===== config.mk =====
export PLATFORM = sky130hd
export DESIGN_NAME = iopt_ctrl
export DESIGN_NICKNAME = d
export VERILOG_FILES = /design/src/rtl/iopt_pkg.sv /design/src/rtl/iopt_ctrl.sv
export SDC_FILE = /design/constraint.sdc
export NUM_CORES = 1
export LEC_CHECK = 0
export BUFFER_PORTS_ARGS = -buffer_cell sky130_fd_sc_hd__buf_4
export CAP_MARGIN = 25
export CORE_AREA = 10 10 47 49
export CTS_BUF_LIST = sky130_fd_sc_hd__clkbuf_4 sky130_fd_sc_hd__clkbuf_8 sky130_fd_sc_hd__clkbuf_16
export CTS_CLUSTER_SIZE = 8
export DETAILED_ROUTE_END_ITERATION = 16
export DIE_AREA = 0 0 57 59
export MAX_ROUTING_LAYER = met4
export PLACE_DENSITY = 0.48
export SLEW_MARGIN = 40
export SYNTH_ARGS = -nofsm -noshare
export SYNTH_HDL_FRONTEND = slang
export SYNTH_SLANG_ARGS = --single-unit

===== constraint.sdc =====
create_clock -name clk -period 1.8 [get_ports clk]
set_input_delay 0.36 -clock clk [delete_from_list [all_inputs] [get_ports clk]]
set_output_delay 0.36 -clock clk [all_outputs]
set_load 0.01 [all_outputs]

===== src/rtl/iopt_pkg.sv =====
// ----------------------------------------------------------------------------
// iopt_pkg
// Shared constants, state encoding and control bundles for the interval
// overlap peak tracker.
// ----------------------------------------------------------------------------
package iopt_pkg;

  localparam int unsigned TIME_SLOTS_DEF = 1024;
  localparam int unsigned COUNT_BITS_DEF = 16;

  localparam int unsigned IN_START_W  = 10;
  localparam int unsigned IN_END_W    = 11;
  localparam int unsigned OUT_PEAK_W  = 16;
  localparam int unsigned IN_TDATA_W  = 24;
  localparam int unsigned OUT_TDATA_W = 16;

  typedef enum logic [2:0] {
    S_CLEAR,
    S_IDLE,
    S_RD,
    S_LAT,
    S_EVAL,
    S_RET,
    S_DONE
  } iopt_state_t;

  typedef struct packed {
    logic clr;
    logic start;
    logic rd;
    logic lat;
    logic eval;
    logic go_right;
    logic pop;
    logic load_out;
  } iopt_cmd_t;

  typedef struct packed {
    logic clear_last;
    logic partial;
    logic at_root;
    logic right_phase;
    logic out_free;
  } iopt_stat_t;

endpackage


===== src/rtl/iopt_ctrl.sv =====
// ----------------------------------------------------------------------------
// iopt_ctrl
// Sequencer for the segment tree walk: clear pass, node read/evaluate,
// descent, return and result hand-off.
// ----------------------------------------------------------------------------
module iopt_ctrl (
  input  logic                clk,
  input  logic                rst_n,
  input  logic                in_tvalid,
  output logic                in_tready,
  input  iopt_pkg::iopt_stat_t st,
  output iopt_pkg::iopt_cmd_t  cmd
);
  import iopt_pkg::*;

  iopt_state_t state_r;
  iopt_state_t state_nxt;

  always_ff @(posedge clk) begin
    if (!rst_n) begin
      state_r <= S_CLEAR;
    end else begin
      state_r <= state_nxt;
    end
  end

  always_comb begin
    state_nxt = state_r;
    cmd       = '0;
    in_tready = 1'b0;
    unique case (state_r)
      S_CLEAR: begin
        cmd.clr = 1'b1;
        if (st.clear_last) begin
          state_nxt = S_IDLE;
        end
      end
      S_IDLE: begin
        in_tready = 1'b1;
        if (in_tvalid) begin
          cmd.start = 1'b1;
          state_nxt = S_RD;
        end
      end
      S_RD: begin
        cmd.rd    = 1'b1;
        state_nxt = S_LAT;
      end
      S_LAT: begin
        cmd.lat   = 1'b1;
        state_nxt = S_EVAL;
      end
      S_EVAL: begin
        cmd.eval  = 1'b1;
        state_nxt = st.partial ? S_RD : S_RET;
      end
      S_RET: begin
        priority if (st.at_root) begin
          state_nxt = S_DONE;
        end else if (st.right_phase) begin
          cmd.pop = 1'b1;
        end else begin
          cmd.go_right = 1'b1;
          state_nxt    = S_RD;
        end
      end
      S_DONE: begin
        if (st.out_free) begin
          cmd.load_out = 1'b1;
          state_nxt    = S_IDLE;
        end
      end
      default: begin
        state_nxt = S_IDLE;
      end
    endcase
  end

  a_no_reclear: assert property (@(posedge clk) disable iff (!rst_n)
    (state_r != S_CLEAR) |=> (state_r != S_CLEAR))
    else $error("clear pass re-entered");

  a_idle_root: assert property (@(posedge clk) disable iff (!rst_n)
    (state_r == S_IDLE) |-> st.at_root)
    else $error("idle with tree walk unfinished");

  a_done_from_root: assert property (@(posedge clk) disable iff (!rst_n)
    ((state_r == S_DONE) && ($past(state_r) == S_RET)) |-> $past(st.at_root))
    else $error("result taken below the root");

endmodule


==> results of run 1 <==
metal layers:
| layer | wire length [um] | part of all wire |
|---|---|---|
| met5 | 0 | 0 |
| met4 | 16 | 0.017 |
| met3 | 65 | 0.070 |
| met2 | 389 | 0.42 |
| met1 | 461 | 0.49 |
through the flow:
stage / total power (W) / util / hold WS, ns
after detailed placement: 0.000579 / 0.300 / 0.635
final: 0.000717 / 0.321 / 0.405
after floorplan: 0.000423 / - / 0.502
after CTS: 0.000724 / 0.321 / 0.404
after global placement: 0.000583 / 0.300 / 0.627
after global routing: 0.000780 / 0.321 / 0.412
power breakdown:
part / leakage [nW] / switching [W] / internal [W]
clock: 0.0184 / 0.0000408 / 0.0000985
sequential: 0.0248 / 0.0000723 / 0.0000962
combinational: 0.163 / 0.000209 / 0.000199
final cells by class:
type | instances | area, um^2 | area share
clock buffers | 4 | 30.0 | 0.0667
inverters | 2 | 7.51 | 0.0167
multi-input cells | 32 | 205 | 0.456
flip-flops and latches | 3 | 60.1 | 0.133
well taps | 16 | 20.0 | 0.0444
repair buffers | 17 | 128 | 0.283
cell families (layout without fill, tap and decap cells):
| group | after synthesis | in the layout | synth area share |
|---|---|---|---|
| compound gates | 9 | 9 | 0.258 |
| flops | 3 | 3 | 0.210 |
| buf+inv | 5 | 23 | 0.0742 |
| mux | 1 | 1 | 0.0349 |
| simple gates | 22 | 22 | 0.424 |
worst register-to-register path: cells and delay by family (launching register included):
family | cells | cell delay [ns]
simple gates | 1 | 0.41
flops | 1 | 0.43
compound gates | 3 | 0.50
cell usage after synthesis:
cell and number:
dfxtp_1 3, nand2_1 2, a21oi_2 2, clkbuf_1 1, buf_2 2, o221a_1 1
nor4b_1 1, a21oi_1 2, nand3b_1 3, a221oi_1 1, mux2i_1 1, or3_1 1
nor2_1 7, nor3_1 3, a221oi_2 1, o21ai_1 1, o22ai_1 1, and3_1 1
nand2b_1 3, and4b_1 1, inv_1 2
worst min-delay path by stage:
stage / cells past startpoint / slack (ns) / to
after floorplan: 1 / 0.50 / state_r[1]$_SDFFE_PN0P_
after CTS: 2 / 0.40 / state_r[1]$_SDFFE_PN0P_
after global placement: 2 / 0.63 / state_r[1]$_SDFFE_PN0P_
final: 2 / 0.40 / state_r[1]$_SDFFE_PN0P_
after global routing: 2 / 0.41 / state_r[1]$_SDFFE_PN0P_
after detailed placement: 2 / 0.64 / state_r[1]$_SDFFE_PN0P_
==> qor.yml, run 1 <==
yosys:
  syn_avg_cell_area_um2: 7.16
  ys_seq_area_frac: 0.210
  synthTopCellsByArea: "dfxtp_1 21%, nor2_1 9.2%, nand3b_1 7.9%"
  synth_top_area_frac: 0.210
  yosysUniqueCellTypes: 21
  synth.largest_area_cell: "dfxtp_1"
  syn_nets: 48
  netlist_area_um2: 287
  synth-seq-cells: 3
  netlist_instances: 40
  yosysWarningCount: 0
layout:
  fin_area_um2: 450
  fillers: 161
  final_cells: 74
  drive_gt1_frac: 0.414
  antenna_cells: 0
  top_register: "state_r"
  mostFrequentLayoutCell: "buf_4"
  final_cell_mix: "17 x buf_4, 7 x nor2_1, 4 x clkbuf_4"
  largest_reg_flops: 3
  fin_nets: 67
  biggestRegsByFlops: "state_r (3)"
  syn_to_final_growth_pct: 57.2
worst_setup_path:
  slowest_delay_ns: 0.57
  crit_path_max_fanout: 14
  cp.arrival_ns: 1.33
  worst_setup_path_start_kind: "flip-flop"
  crit_slowest_cell: "dfxtp_1"
  worst-r2r-setup-slack_ns: 0.34
  critPathTopFamily: "flip-flops"
  cp_data_required_time_ns: 1.44
  regToRegEndpoint: "state_r[1]$_SDFFE_PN0P_"
  cp_cell_sequence: "nor2_1, and4b_1, buf_4"
  crit_type: "reg -> out"
  end_kind: "output port"
  rr_worst_depth: 4
  critPathCapture: "cmd[1]"
  path_depth: 3
  crit_buf_inv: 1
  rr_startpoint: "state_r[1]$_SDFFE_PN0P_"
  crit_path_start: "state_r[1]$_SDFFE_PN0P_"
routing:
  post_drt_via_cell_ratio: 4.73
  first_pass_iters: 3
  vias: 350
  wl_um: 932
  ant_nets: 0
  drt_iter0_markers: 8
  drc_errors: 0
  routedWlPerCell_um: 12.6
place:
  routabilityCongestion: 0.748
  dp_slack_ns: 0.362
  place_area_um2: 420
  dp.cells: 70
  hpwlAfterDp_um: 747
  io_buffer_count: 16
timing:
  setup_slack_ns: 0.111
  setup-violations-final: 0
  post-route-min-period_ns: 1.69
  skew_ns: 0.00821
  hold_viol: 0
  fmax_ghz: 0.592
  maxSlewViolCount: 0
  slew_headroom: 0.717
  fin_tns_setup_ns: 0
  rsz0062_at_grt: "no"
  worstMarginPinSlew_ns: 0.424
  post-route-period-util: 0.938
floorplanning:
  ios: 17
  die_area_um2: 3360
  core_region_area_um2: 1400
  fp.dieW_um: 57
  core.rowCount: 14
  start_util: 0.204
  die-height_um: 59
power_and_ir_drop:
  leakagePower_nw: 0.207
  worst_ir_drop_vdd_v: 0.000539
  power_density_nw_per_um2: 1590
clock_network:
  insertion_delay_ns: 0.24
  ctsResizeCount: 0
  cts_max_level: 1
  cts_hold_buf: 0
  clock_sinks: 3
  cts_setup_buffers: 0
  root_buffer: "clkbuf_4"
  clockBufferDepth: 2
  numCtsBuffers: 3
  cts_tree: "yes"
  clkTransAtPathRegs_ns: 0.04
global_routing:
  gr-usage-all-layers: 0.0590
  grt_util_met1: 0.0673
  met2_usage: 0.0853
  grt_start_max_net_pins: 15
  busiest_layer: "met2"
  antenna_found_initial: 0
  grt.met3_usage: 0.0258
  overflow: 0
  grt_pass1_wl_um: 1550
  grt_pass1_vias: 374
worst_hold_path:
  hp-start: "rst_n"
  holdCritPathClass: "in -> reg"
outcome:
  status: "finished clean"
flow_run:
  drv_cap: 0
(Power assumes the default switching activity.)
==> run 2: changes to the inputs <==
--- a/config.mk
+++ b/config.mk
@@ -14,7 +14,7 @@
 export DIE_AREA = 0 0 57 59
 export MAX_ROUTING_LAYER = met4
 export PLACE_DENSITY = 0.48
-export SLEW_MARGIN = 40
+export SLEW_MARGIN = 20
 export SYNTH_ARGS = -nofsm -noshare
 export SYNTH_HDL_FRONTEND = slang
 export SYNTH_SLANG_ARGS = --single-unit
==> constraint.sdc (replaced) <==
create_clock -name clk -period 1.8 [get_ports clk]
set_input_delay 0.36 -clock clk [delete_from_list [all_inputs] [get_ports clk]]
set_output_delay 0.36 -clock clk [all_outputs]
set_load 0.1 [all_outputs]
==> run 2 against run 1 <==
Worst setup slack lost 0.044 ns. Register-to-register slack better by 0.06 ns. Critical path depth grew 1. Cell area rose by 14%. Non-clock buffer count grew 1. Global-route usage fell by 0.13 points. Clock skew is 0.0073 ns lower. Cell count is 1.4% higher.
==> qor.yml, run 2 (same netlist as run 1, synthesis figures left out) <==
floorplanning:
  fp.dieW_um: 57  # unchanged
  die_area_um2: 3360  # unchanged
  core_region_area_um2: 1400  # unchanged
  start_util: 0.204  # unchanged
  die-height_um: 59  # unchanged
  ios: 17  # unchanged
  core.rowCount: 14  # unchanged
worst_setup_path:
  rr_startpoint: "state_r[2]$_SDFFE_PN0P_"
  crit_path_max_fanout: 7  # -7
  cp.arrival_ns: 1.37  # +0.04 ns
  rr_worst_depth: 4  # unchanged
  crit_path_start: "state_r[0]$_SDFFE_PN0P_"
  crit_type: "reg -> out"
  cp_data_required_time_ns: 1.44  # about the same
  end_kind: "output port"
  worst_setup_path_start_kind: "flip-flop"
timing:
  post-route-period-util: 0.963  # +0.0247
  hold_viol: 0  # unchanged
  slew_headroom: 0.814  # +0.0969
  post-route-min-period_ns: 1.73  # +0.0445 ns
  setup-violations-final: 0  # unchanged
  skew_ns: 0.000873  # -0.00734 ns
  fmax_ghz: 0.577  # -2.6%
  maxSlewViolCount: 0  # unchanged
  worstMarginPinSlew_ns: 0.282  # -0.142 ns
clock_network:
  root_buffer: "clkbuf_4"
  clkTransAtPathRegs_ns: 0.04  # about the same
  clock_sinks: 3  # unchanged
  cts_max_level: 1  # unchanged
  cts_hold_buf: 0  # unchanged
  cts_tree: "yes"
  numCtsBuffers: 3  # unchanged
  insertion_delay_ns: 0.23  # about the same
  clockBufferDepth: 2  # unchanged
worst_hold_path:
  hp-start: "rst_n"
  holdCritPathClass: "in -> reg"
  min_path_cells: 2  # unchanged
layout:
  biggestRegsByFlops: "state_r (3)"
  mostFrequentLayoutCell: "buf_4"
  fillers: 159  # -1.2%
  fin_nets: 68  # +1.5%
  final_cell_mix: "15 x buf_4, 4 x nor2_2, 4 x clkbuf_4"
  utilization: 0.365  # +0.0437
  top_register: "state_r"
  drive_gt1_frac: 0.610  # +0.196
  antenna_cells: 0  # unchanged
  syn_to_final_growth_pct: 78.6
  largest_reg_flops: 3  # unchanged
routing:
  wl_um: 875  # -6.1%
  post_drt_via_cell_ratio: 4.60  # -2.7%
  ant_nets: 0  # unchanged
  vias: 345  # -1.4%
  routedWlPerCell_um: 11.7  # -7.4%
  first_pass_iters: 1  # -2
  drc_errors: 0  # unchanged
  drt_iter0_markers: 0  # -8
global_routing:
  antenna_found_initial: 0  # unchanged
  grt_pass1_wl_um: 1550  # -0.45%
  overflow: 0  # unchanged
  grt_start_max_net_pins: 15  # unchanged
  gr-usage-all-layers: 0.0576  # -0.00130
  grt_pass1_vias: 356  # -4.8%
flow_run:
  drv_cap: 0  # unchanged
outcome:
  status: "finished clean"
place:
  hpwlAfterDp_um: 732  # -2.0%
  routabilityCongestion: 0.743  # -0.69%
  io_buffer_count: 16  # unchanged
[run 2: cell type report]
cell class | count | area, um^2 | share of cell area
Tap cell | 16 | 20.0 | 0.0391
Inverter | 2 | 7.51 | 0.0147
Timing Repair Buffer | 18 | 146 | 0.286
Sequential cell | 3 | 62.6 | 0.122
Multi-Input combinational cell | 32 | 245 | 0.479
Clock buffer | 4 | 30.0 | 0.0587
[run 2: worst paths after layout]
| path | to | slack [ns] |
|---|---|---|
| worst max-delay path | cmd[0] | 0.07 |
| worst min-delay path | state_r[1]$_SDFFE_PN0P_ | 0.40 |
| worst max register to register | state_r[1]$_SDFFE_PN0P_ | 0.40 |
| worst min register to register | state_r[1]$_SDFFE_PN0P_ | 0.66 |
[run 2: repair_timing]
| item | 4_1_cts | 5_1_grt |
|---|---|---|
| setup endpoints to repair | 4 | 2 |
| setup buffers | 0 | 0 |
| gates resized for setup | 3 | 3 |
| endpoints found under the hold margin | 0 | 0 |
[run 2: critical path, cell delays in order, from the launching register on]
cell and delay (ns):
dfxtp_1 0.34, buf_4 0.18, nand2b_1 0.21, nor2_4 0.12, buf_4 0.29
[run 2: per-stage QoR]
stage / setup TNS (ns) / cells / hold WS [ns] / worst slack (ns) / instance area (um^2)
global route: -0.00485 / 75 / 0.402 / -0.00485 / 512
floorplan: -1.03 / 40 / 0.502 / -0.354 / 324
finish: 0 / 75 / 0.400 / 0.0664 / 512
global placement: 0 / 71 / 0.644 / 0.203 / 465
CTS: 0 / 75 / 0.397 / 0.0358 / 502
detailed placement: 0 / 71 / 0.645 / 0.207 / 465
[run 2: metal layers]
layer  track usage  routed length (um)  vias to the layer above
met2         0.105                 520                        5
met4        0.0302                   0                        0
met1        0.0544                 321                      158
met5             -                   0                        -
met3        0.0150                  33                        0
li1              -                   -                      182
Power of run 2 is not shown: default switching activity piles up to over one toggle a cycle in this logic, so the estimate is an artifact.
